===== config.mk =====
export PLATFORM = sky130hd
export DESIGN_NAME = first_fit_free_block_allocator
export DESIGN_NICKNAME = d
export VERILOG_FILES = /design/src/rtl/ffa_pkg.sv /design/src/rtl/ffa_ram.sv /design/src/rtl/first_fit_free_block_allocator.sv
export VERILOG_INCLUDE_DIRS = /design/src /design/src/rtl
export SDC_FILE = /design/constraint.sdc
export NUM_CORES = 2
export LEC_CHECK = 0
export BUFFER_PORTS_ARGS = -buffer_cell sky130_fd_sc_hd__buf_2
export CAP_MARGIN = 0
export CORE_MARGIN = 2
export CORE_UTILIZATION = 47
export CTS_CLUSTER_SIZE = 10
export DETAILED_ROUTE_END_ITERATION = 8
export SLEW_MARGIN = 20
export SYNTH_ARGS = -nofsm -noshare
export SYNTH_HDL_FRONTEND = slang
export SYNTH_HIERARCHICAL = 1
export SYNTH_SLANG_ARGS = --single-unit
export TNS_END_PERCENT = 30

===== constraint.sdc =====
create_clock -name clk -period 12.1 [get_ports clk]
set_input_delay 0.605 -clock clk [delete_from_list [all_inputs] [get_ports clk]]
set_output_delay 0.605 -clock clk [all_outputs]
set_load 0.01 [all_outputs]

===== src/rtl/assert_macros.svh =====
// Assertion macros used by the allocator RTL.
`ifndef ASSERT_MACROS_SVH
`define ASSERT_MACROS_SVH
// Implication checked on every rising clock edge outside reset.
`define ASSERT_IMP(label, clk, rst_n, ante, cons, msg) \
  label: assert property (@(posedge clk) disable iff (!rst_n) (ante) |-> (cons)) \
    else $error(msg);
// Next-cycle implication checked outside reset.
`define ASSERT_NEXT(label, clk, rst_n, ante, cons, msg) \
  label: assert property (@(posedge clk) disable iff (!rst_n) (ante) |=> (cons)) \
    else $error(msg);
`endif


===== src/rtl/ffa_pkg.sv =====
// Package: types and constants for the first-fit free block allocator.
package ffa_pkg;
  localparam int FREE_SLOTS_DEF  = 64;
  localparam int OFFSET_BITS_DEF = 20;
  localparam int POOL_BITS       = 21;
  localparam int COUNT_BITS      = 7;
  localparam logic [POOL_BITS-1:0] POOL_RESET = 21'd500000;

  localparam logic       FUNC_ALLOC = 1'b0;
  localparam logic       FUNC_FREE  = 1'b1;
  localparam logic [1:0] ST_OK      = 2'd0;
  localparam logic [1:0] ST_NOFIT   = 2'd1;
  localparam logic [1:0] ST_FULL    = 2'd2;
  localparam logic [1:0] ST_IGNORED = 2'd3;

  typedef struct packed {
    logic        func;
    logic [20:0] block_size;
    logic [19:0] free_offset;
  } in_item_t;

  typedef struct packed {
    logic [1:0]  status;
    logic [19:0] alloc_offset;
    logic [6:0]  free_blocks;
  } out_item_t;
endpackage


===== src/rtl/ffa_ram.sv =====
// Generic single-port-write, single-read RAM with registered read data.
module ffa_ram #(
  parameter int WIDTH = 8,
  parameter int DEPTH = 16
) (
  input  logic                     clk,
  input  logic                     we,
  input  logic [$clog2(DEPTH)-1:0] waddr,
  input  logic [WIDTH-1:0]         wdata,
  input  logic [$clog2(DEPTH)-1:0] raddr,
  output logic [WIDTH-1:0]         rdata
);
  logic [WIDTH-1:0] mem [DEPTH];

  always_ff @(posedge clk) begin
    if (we) begin
      mem[waddr] <= wdata;
    end
    rdata <= mem[raddr];
  end
endmodule


===== src/rtl/first_fit_free_block_allocator.sv =====
// Top level: first-fit free block allocator with coalescing.
//
// Usage: raise start with in_item while busy is low; the transaction is
// taken at that edge and busy rises the next cycle. One result per
// transaction appears on out_item for exactly one cycle with out_valid
// high; the receiver cannot hold it off. busy falls in that same cycle, so
// the next transaction may be taken at the edge that takes the result.
// The table of free blocks (start, length) sits in one RAM of width
// 2*OFFSET_BITS+1 and depth FREE_SLOTS, read through its registered port.
// Sequencing: every search, remove shift and insert shift walks the
// table entry by entry, a read state and then a check or write state
// for each entry, behind the registered read port. A zero-size free
// goes straight to its result; the other transactions take longer as
// the table fills.
// One transaction is in flight at a time.
// Reset: entry 0 is written with the block [0, 500000) while rst_n is low;
// entries past the count are never used. Writing cfg_pool_size (while
// idle) reloads the table as one block of that size, clamped to
// 2^OFFSET_BITS; a size of zero empties it.
module first_fit_free_block_allocator #(
  parameter int FREE_SLOTS  = ffa_pkg::FREE_SLOTS_DEF,
  parameter int OFFSET_BITS = ffa_pkg::OFFSET_BITS_DEF
) (
  input  logic                 clk,
  input  logic                 rst_n,
  input  logic                 start,
  output logic                 busy,
  input  ffa_pkg::in_item_t    in_item,
  output logic                 out_valid,
  output ffa_pkg::out_item_t   out_item,
  input  logic                 cfg_we,
  input  logic [20:0]          cfg_pool_size
);
  localparam int AW = $clog2(FREE_SLOTS);
  localparam int CW = AW + 1;
  localparam int OW = OFFSET_BITS;
  localparam int LW = OFFSET_BITS + 1;
  localparam int EW = OW + LW;
  localparam logic [LW-1:0] LIMIT = LW'(1) << OW;
  localparam logic [LW-1:0] RESET_POOL = (ffa_pkg::POOL_RESET > LIMIT) ? LIMIT
                                       : LW'(ffa_pkg::POOL_RESET);

  // state codes
  localparam logic [3:0] S_IDLE   = 4'd0;
  localparam logic [3:0] S_ARD    = 4'd1;  // alloc search: read issued
  localparam logic [3:0] S_ACHK   = 4'd2;  // alloc search: data back
  localparam logic [3:0] S_FRD    = 4'd3;  // free search: read issued
  localparam logic [3:0] S_FCHK   = 4'd4;  // free search: data back
  localparam logic [3:0] S_PRV    = 4'd5;  // read lower neighbour
  localparam logic [3:0] S_PRVCHK = 4'd6;
  localparam logic [3:0] S_RMRD   = 4'd7;  // remove: read k+1
  localparam logic [3:0] S_RMWR   = 4'd8;  // remove: write k
  localparam logic [3:0] S_INS    = 4'd9;  // insert setup: search
  localparam logic [3:0] S_INSCHK = 4'd10;
  localparam logic [3:0] S_SHRD   = 4'd11; // insert: read k-1
  localparam logic [3:0] S_SHWR   = 4'd12; // insert: write k
  localparam logic [3:0] S_DONE   = 4'd13;

  // after-remove follow-up codes
  localparam logic [1:0] NX_NONE   = 2'd0;
  localparam logic [1:0] NX_INS    = 2'd1; // insert ins_s/ins_l

  logic [3:0]    state_r, state_nxt;
  logic [CW-1:0] count_r, count_nxt;
  logic [CW-1:0] idx_r, idx_nxt;     // search index / shift index
  logic [CW-1:0] pos_r, pos_nxt;     // found position
  logic          func_r, func_nxt;
  logic [LW-1:0] size_r, size_nxt;
  logic [OW-1:0] off_r, off_nxt;
  logic [OW-1:0] ins_s_r, ins_s_nxt;
  logic [LW-1:0] ins_l_r, ins_l_nxt;
  logic [LW-1:0] nlen_r, nlen_nxt;
  logic [1:0]    follow_r, follow_nxt;
  logic          isfull_r, isfull_nxt; // insert outcome reported in status
  logic [1:0]    st_r, st_nxt;
  logic [OW-1:0] where_r, where_nxt;
  logic [EW-1:0] hold_r, hold_nxt;   // entry at the free search position
  logic          ov_r, ov_nxt;
  ffa_pkg::out_item_t oi_r, oi_nxt;

  logic          we;
  logic [AW-1:0] waddr, raddr;
  logic [EW-1:0] wdata, rdata;
  logic [OW-1:0] rd_s;
  logic [LW-1:0] rd_l;

  ffa_ram #(.WIDTH(EW), .DEPTH(FREE_SLOTS)) u_table (
    .clk(clk), .we(we), .waddr(waddr), .wdata(wdata),
    .raddr(raddr), .rdata(rdata)
  );

  assign rd_s = rdata[EW-1:LW];
  assign rd_l = rdata[LW-1:0];

  logic [LW-1:0] clamp_pool;
  logic [LW-1:0] cfg_ext;
  assign cfg_ext    = (21 > LW && |(cfg_pool_size >> LW)) ? LIMIT : LW'(cfg_pool_size);
  assign clamp_pool = (cfg_ext > LIMIT) ? LIMIT : cfg_ext;

  logic [LW-1:0] in_size_w;
  logic [OW-1:0] in_off_w;
  logic [LW-1:0] room;
  logic [LW-1:0] fsize;
  assign in_size_w = (21 > LW && |(in_item.block_size >> LW)) ? LIMIT
                   : LW'(in_item.block_size);
  assign in_off_w  = OW'(in_item.free_offset);
  assign room      = LIMIT - LW'(in_off_w);
  assign fsize     = (in_size_w > room) ? room : in_size_w;

  logic [LW:0] end_sum;
  assign end_sum = (LW+1)'(off_r) + (LW+1)'(size_r);

  // adjacency of the freed block to its lower and higher neighbours
  logic lo_w, hi_w;
  assign lo_w = (pos_r != '0) &&
                ((LW+1)'(rd_s) + (LW+1)'(rd_l) == (LW+1)'(off_r));
  assign hi_w = (pos_r < count_r) && (end_sum == (LW+1)'(hold_r[EW-1:LW]));

  // sequencer
  always_comb begin
    state_nxt  = state_r;
    count_nxt  = count_r;
    idx_nxt    = idx_r;
    pos_nxt    = pos_r;
    func_nxt   = func_r;
    size_nxt   = size_r;
    off_nxt    = off_r;
    ins_s_nxt  = ins_s_r;
    ins_l_nxt  = ins_l_r;
    nlen_nxt   = nlen_r;
    follow_nxt = follow_r;
    isfull_nxt = isfull_r;
    st_nxt     = st_r;
    where_nxt  = where_r;
    hold_nxt   = hold_r;
    ov_nxt     = 1'b0;
    oi_nxt     = oi_r;
    we         = 1'b0;
    waddr      = '0;
    wdata      = '0;
    raddr      = idx_r[AW-1:0];
    case (state_r)
      S_IDLE: begin
        if (cfg_we) begin
          we    = 1'b1;
          wdata = {OW'(0), clamp_pool};
          count_nxt = (clamp_pool == '0) ? CW'(0) : CW'(1);
        end
        if (start) begin
          func_nxt  = in_item.func;
          idx_nxt   = '0;
          where_nxt = '0;
          follow_nxt = NX_NONE;
          if (in_item.func == ffa_pkg::FUNC_ALLOC) begin
            size_nxt  = in_size_w;
            state_nxt = S_ARD;
          end else begin
            size_nxt = fsize;
            off_nxt  = in_off_w;
            if (fsize == '0) begin
              st_nxt    = ffa_pkg::ST_IGNORED;
              state_nxt = S_DONE;
            end else begin
              state_nxt = S_FRD;
            end
          end
        end
      end
      S_ARD: begin
        if (idx_r >= count_r) begin
          st_nxt    = ffa_pkg::ST_NOFIT;
          state_nxt = S_DONE;
        end else begin
          state_nxt = S_ACHK;
        end
      end
      S_ACHK: begin
        if (rd_l >= size_r) begin
          where_nxt = rd_s;
          st_nxt    = ffa_pkg::ST_OK;
          pos_nxt   = idx_r;
          if (rd_l == size_r) begin
            follow_nxt = NX_NONE;
          end else begin
            follow_nxt = NX_INS;
            ins_s_nxt  = OW'((LW+1)'(rd_s) + (LW+1)'(size_r));
            ins_l_nxt  = rd_l - size_r;
          end
          isfull_nxt = 1'b0; // insert status not reported for alloc
          state_nxt  = S_RMRD;
        end else begin
          idx_nxt   = idx_r + CW'(1);
          state_nxt = S_ARD;
        end
      end
      S_FRD: begin
        state_nxt = (idx_r >= count_r) ? S_PRV : S_FCHK;
      end
      S_FCHK: begin
        if (rd_s >= off_r) begin
          nlen_nxt  = rd_l;
          hold_nxt  = rdata; // next entry
          state_nxt = S_PRV;
        end else begin
          idx_nxt   = idx_r + CW'(1);
          state_nxt = S_FRD;
        end
      end
      S_PRV: begin
        // idx_r = nx; read nx-1
        pos_nxt = idx_r;
        raddr   = AW'(idx_r - CW'(1));
        state_nxt = S_PRVCHK;
      end
      S_PRVCHK: begin
        st_nxt = ffa_pkg::ST_OK;
        if (lo_w) begin
          we    = 1'b1;
          waddr = AW'(pos_r - CW'(1));
          wdata = {rd_s, rd_l + size_r + (hi_w ? nlen_r : LW'(0))};
        end
        if (hi_w) begin
          follow_nxt = lo_w ? NX_NONE : NX_INS;
          ins_s_nxt  = off_r;
          ins_l_nxt  = size_r + nlen_r;
          idx_nxt    = pos_r;
          isfull_nxt = 1'b1;
          state_nxt  = S_RMRD;
        end else if (lo_w) begin
          state_nxt = S_DONE;
        end else begin
          ins_s_nxt  = off_r;
          ins_l_nxt  = size_r;
          isfull_nxt = 1'b1;
          idx_nxt    = pos_r;
          state_nxt  = S_INSCHK;
        end
      end
      S_RMRD: begin
        // remove entry pos: copy k+1 -> k for k from pos
        if (pos_r + CW'(1) >= count_r) begin
          count_nxt = count_r - CW'(1);
          idx_nxt   = '0;
          state_nxt = (follow_r == NX_INS) ? S_INS : S_DONE;
        end else begin
          raddr     = AW'(pos_r + CW'(1));
          state_nxt = S_RMWR;
        end
      end
      S_RMWR: begin
        we        = 1'b1;
        waddr     = AW'(pos_r);
        wdata     = rdata;
        pos_nxt   = pos_r + CW'(1);
        state_nxt = S_RMRD;
      end
      S_INS: begin
        // search lower_index(ins_s) with idx
        if (idx_r >= count_r) begin
          pos_nxt   = idx_r;
          state_nxt = S_INSCHK;
        end else begin
          state_nxt = S_INSCHK;
          pos_nxt   = {CW{1'b1}};
        end
      end
      S_INSCHK: begin
        // pos all ones: entry idx data valid, compare
        if (pos_r == {CW{1'b1}}) begin
          if (rd_s >= ins_s_r) begin
            pos_nxt = idx_r;
            if (rd_s == ins_s_r) begin
              if (isfull_r) st_nxt = ffa_pkg::ST_IGNORED;
              state_nxt = S_DONE;
            end else if (count_r >= CW'(FREE_SLOTS)) begin
              if (isfull_r) st_nxt = ffa_pkg::ST_FULL;
              state_nxt = S_DONE;
            end else begin
              idx_nxt   = count_r;
              state_nxt = S_SHRD;
            end
          end else begin
            idx_nxt   = idx_r + CW'(1);
            state_nxt = S_INS;
          end
        end else begin
          // pos known (end of table or from free search)
          if (pos_r < count_r && idx_r == pos_r && hold_r[EW-1:LW] == ins_s_r
              && isfull_r && follow_r == NX_NONE) begin
            st_nxt    = ffa_pkg::ST_IGNORED;
            state_nxt = S_DONE;
          end else if (count_r >= CW'(FREE_SLOTS)) begin
            if (isfull_r) st_nxt = ffa_pkg::ST_FULL;
            state_nxt = S_DONE;
          end else begin
            idx_nxt   = count_r;
            state_nxt = S_SHRD;
          end
        end
      end
      S_SHRD: begin
        if (idx_r == pos_r) begin
          we        = 1'b1;
          waddr     = AW'(pos_r);
          wdata     = {ins_s_r, ins_l_r};
          count_nxt = count_r + CW'(1);
          state_nxt = S_DONE;
        end else begin
          raddr     = AW'(idx_r - CW'(1));
          state_nxt = S_SHWR;
        end
      end
      S_SHWR: begin
        we        = 1'b1;
        waddr     = AW'(idx_r);
        wdata     = rdata;
        idx_nxt   = idx_r - CW'(1);
        state_nxt = S_SHRD;
      end
      S_DONE: begin
        ov_nxt = 1'b1;
        oi_nxt.status       = st_r;
        oi_nxt.alloc_offset = (st_r == ffa_pkg::ST_OK && func_r == ffa_pkg::FUNC_ALLOC)
                            ? 20'(where_r) : 20'd0;
        oi_nxt.free_blocks  = (count_r > CW'(127)) ? 7'd127 : 7'(count_r);
        state_nxt = S_IDLE;
      end
      default: state_nxt = S_IDLE;
    endcase
    // while reset is held, entry 0 is loaded with the reset pool block
    if (!rst_n) begin
      we    = 1'b1;
      waddr = '0;
      wdata = {OW'(0), RESET_POOL};
    end
  end

  // registers
  always_ff @(posedge clk) begin
    if (!rst_n) begin
      state_r <= S_IDLE;
      count_r <= CW'(1);
      ov_r    <= 1'b0;
    end else begin
      state_r <= state_nxt;
      count_r <= count_nxt;
      ov_r    <= ov_nxt;
    end
    idx_r    <= idx_nxt;
    pos_r    <= pos_nxt;
    func_r   <= func_nxt;
    size_r   <= size_nxt;
    off_r    <= off_nxt;
    ins_s_r  <= ins_s_nxt;
    ins_l_r  <= ins_l_nxt;
    nlen_r   <= nlen_nxt;
    follow_r <= follow_nxt;
    isfull_r <= isfull_nxt;
    st_r     <= st_nxt;
    where_r  <= where_nxt;
    hold_r   <= hold_nxt;
    oi_r     <= oi_nxt;
  end

  assign busy      = (state_r != S_IDLE);
  assign out_valid = ov_r;
  assign out_item  = oi_r;

`include "assert_macros.svh"
  `ASSERT_IMP(a_count_max, clk, rst_n, 1'b1, count_r <= CW'(FREE_SLOTS), "count overflow")
  `ASSERT_NEXT(a_start_busy, clk, rst_n, start && !busy, busy, "busy not raised")
  `ASSERT_IMP(a_out_idle, clk, rst_n, out_valid, state_r == S_IDLE, "result while busy")
endmodule


==> summary.txt <==
Outcome
  • Status: finished, final reports clean

Critical path
  • Slowest CP cell: a2111oi_0
  • Crit. End Element: register
  • Worst r2r src: size_r[0]
  • Worst Reg-to-Reg Cells: 26
  • Worst EP arrival: 9.30 ns
  • Flop-to-flop setup slack: 3.42 ns
  • Worst Path Required: 12.73 ns
  • RR Endpoint: u_table/mem[4][20]
  • Worst path bufs/invs: 2
  • Max FO, Critical Path: 64
  • Levels on crit path: 26
  • Most frequent CP cell: o21ai_0
  • Startpoint Class: register
  • Largest stage delay, worst path: 0.64 ns
  • Critical Path Start: size_r[0]
  • Top cell family by delay on the critical path: compound AO/OA/AOI/OAI gates
  • Worst Path Class, Setup: register to register

Clocking
  • Clock latency on the worst-skew pair: 0.98 ns
  • Setup bufs post-CTS: 0
  • Clock slew at reported path FFs: 0.06 ns
  • TritonCTS Sinks: 2868
  • CTS-repair resized insts: 0
  • Num CTS Buffers: between 300 and 400
  • H-tree Lvls: 5
  • CTS max path bufs: 4
  • Root buffer cell: clkbuf_16
  • CTS tree: done

Hold path
  • Hold Path Depth: 3
  • Hold wc startpoint: in_item[25]
  • Hold path endpoint: size_r[5]
  • Worst Hold Class: input pin to register

STA
  • Final Critical Period: 8.676 ns
  • Final hold vios: 0
  • FMAX: approximately 120 MHz
  • # setup viols final: 0
  • Worst slew margin: 0.1813
  • Final worst slack: roughly 3.4 ns
  • Worst Clk Skew: roughly 0.075 ns
  • Crit share post-route: 0.7170
  • Unrepaired setup endpoints after global routing: no
  • Pins Over Slew Limit: 0
  • Setup TNS: 0 ns
  • Tightest Pin Transition: 1.228 ns

Route
  • DRT iter0 DRCs: just over 8000
  • Wirelength per Cell: 33.65 um
  • Via count: approximately 66000
  • Post-DR vias/cell: 6.372
  • Final ANT Viol Nets: 0
  • DRT Pass-1 Iters: 6
  • WL final: ~350 mm
  • DRC: 0

Yosys
  • Most common cell in the netlist: edfxtp_1
  • Seq/Total Area, Yosys: 0.7113
  • Synthesis-stage register bit count: about 2900
  • Most frequent cells after synthesis: edfxtp_1 (2815), mux4_2 (708), nor2_1 (330)
  • Share of the synthesized area in the top cell type: 0.7025
  • Synth cell types: 87
  • Synthesized cell area: 120300 sq um
  • Syn. warnings: 6
  • Ys async rst share: 0
  • Number of synthesized flops with an enable pin: 2815
  • Synth top area cells: edfxtp_1 (70%), mux4_2 (13%), ha_1 (2.2%), nor2_1 (1.0%), a21oi_1 (1.0%)
  • Post-Syn Instances: 6522
  • Ys flop type: edfxtp_1
  • Syn Area/Cell: 18.45 sq um
  • Synth Net Count: 6829
  • Most area-hungry cell type in the Yosys netlist: edfxtp_1

GRT
  • Global-route wire length before repair: 491.8 mm
  • Gr ovfl total: 0
  • Antenna violations before repair: 19
  • Largest net degree at the start of global routing: 113
  • Vias in the first global route: 65870
  • Total Routing Usage GR: 0.2677

Power and ir drop
  • Flop pwr share: 0.357
  • Leakage: 42.04 nW
  • Psw: 0.01177 W
  • P_int: 0.02149 W
  • Clock power share: 0.267
  • Pwr Density: 245.3 nW/um^2
  • Maximum VDD drop: between 200 and 250 uV
  • Logic pwr share: 0.376
  • Switching Share: 0.3540

Place
  • Port-buffer cells: between 90 and 100
  • Placer Congestion: 0.9582
  • Post-Place Cells: 9856
  • Pre-CTS setup slack: 3.613 ns
  • HPWL Detailed: about 210 mm

Floorplanning
  • I/O Pins: 98
  • Core area: around 250000 sq um
  • Row cnt: around 190
  • Initial Utilization: 0.4730
  • Die H: 510.0 um
  • Die ar.: 260100 sq um
  • Die width: 510.0 um

Layout
  • Register area: 85590 sq um
  • Fin cells: 10330
  • Fraction of layout cells with a size suffix above 1: 0.2289
  • Filler cells: 19830
  • Multi-input gate area: 33710 sq um
  • Final nets: 7170
  • Layout area overhead: 12.68%

Run
  • Max Cap Viol: 0
==> worst min-delay path, delay by kind of cell <==
| family | cells | cell delay [ns] |
|---|---|---|
| buf+inv | 1 | 0.12 |
| compound gates | 1 | 0.11 |
| simple gates | 1 | 0.05 |
==> power by group through the flow <==
stage | sequential [W] | clock, W | combinational, W
3_3_place_gp | 0.0121 | 0 | 0.0124
3_5_place_dp | 0.0121 | 0 | 0.0124
2_1_floorplan | 0.0119 | 0 | 0.00819
5_1_grt | 0.0119 | 0.00940 | 0.0132
6_report | 0.0119 | 0.00887 | 0.0125
4_1_cts | 0.0119 | 0.00903 | 0.0125
==> worst max path at each step <==
| stage | to | slack (ns) |
|---|---|---|
| after floorplan | u_table/mem[0][16] | 3.53 |
| after global placement | u_table/mem[8][20] | 3.65 |
| after detailed placement | u_table/mem[22][5] | 3.61 |
| after CTS | u_table/mem[22][5] | 3.56 |
| after global routing | u_table/mem[4][20] | 3.04 |
| final | u_table/mem[4][20] | 3.42 |
==> cell type report <==
type / instances / share of cell area
Timing Repair Buffer: 321 / 0.01739
Inverter: 128 / 0.003590
Clock inverter: 22 / 0.001606
Tap cell: 3366 / 0.03106
Multi-Input combinational cell: 3200 / 0.2486
Sequential cell: 2868 / 0.6313
Antenna cell: 11 / 0.0002030
Clock buffer: 412 / 0.06621
==> cells in the final DEF (no fill, tap or decap), types with 43 or more instances in the layout <==
cell type and instances:
clkbuf_16 346, and2_1 52, nor2_4 82, o22ai_1 145
edfxtp_1 2815, inv_1 126, nor3_1 76, mux2_2 57
a21o_1 46, nand3_1 54, dfxtp_1 53, mux4_2 708
a21oi_1 234, o21ai_0 176, xor2_1 81, xnor2_1 105
buf_2 97, clkbuf_1 59, buf_4 188, mux2i_1 43
nand2_1 242, o221ai_1 45, ha_1 213, nor2_1 244
==> sequential cells by signal, summed over array words and instances, names as in the netlist <==
name / count
out_valid: 1
ins_s_r: 20
where_r: 20
u_table/rdata: 41
off_r: 20
follow_r: 1
size_r: 21
u_table/mem: 2624
idx_r: 7
isfull_r: 1
hold_r: 21
nlen_r: 20
out_item: 29
count_r: 7
pos_r: 7
ins_l_r: 21
state_r: 4
func_r: 1
st_r: 2
==> routing by layer <==
layer | wire (um) | GRT usage
met2 | 167500 | 0.4337
met5 | 47 | 0
met3 | 28090 | 0.04420
met1 | 140400 | 0.3732
met4 | 11420 | 0.08523
==> kinds of logic after synthesis <==
group                      Yosys count  share of synthesized area
AOI/OAI and AO/OA                  936                    0.04946
xor gates and xnor gates           186                    0.01354
adders and majority gates          240                    0.02664
buffers and inverters              454                    0.01628
DFF                               2868                     0.7113
muxes                              808                     0.1414
and+or+nand+nor                   1030                    0.04130
==> per-stage QoR <==
step                power, W  area, sq um  utilization  hold slack, ns
global route         0.03456       135600       0.5329         0.06941
floorplan            0.02011       120300            -          0.4517
CTS                  0.03337       135500       0.5328         0.01016
detailed placement   0.02449       126100       0.4956          0.4904
global placement     0.02451       126100       0.4956          0.4984
finish               0.03326       135600       0.5330         0.07265
==> repair_timing <==
item / CTS / global route
endpoints found under the setup margin: 0 / 0
hold buffers: 26 / 0
endpoints found under the hold margin: 26 / 0
No activity file was read; power rests on OpenSTA's default activity.
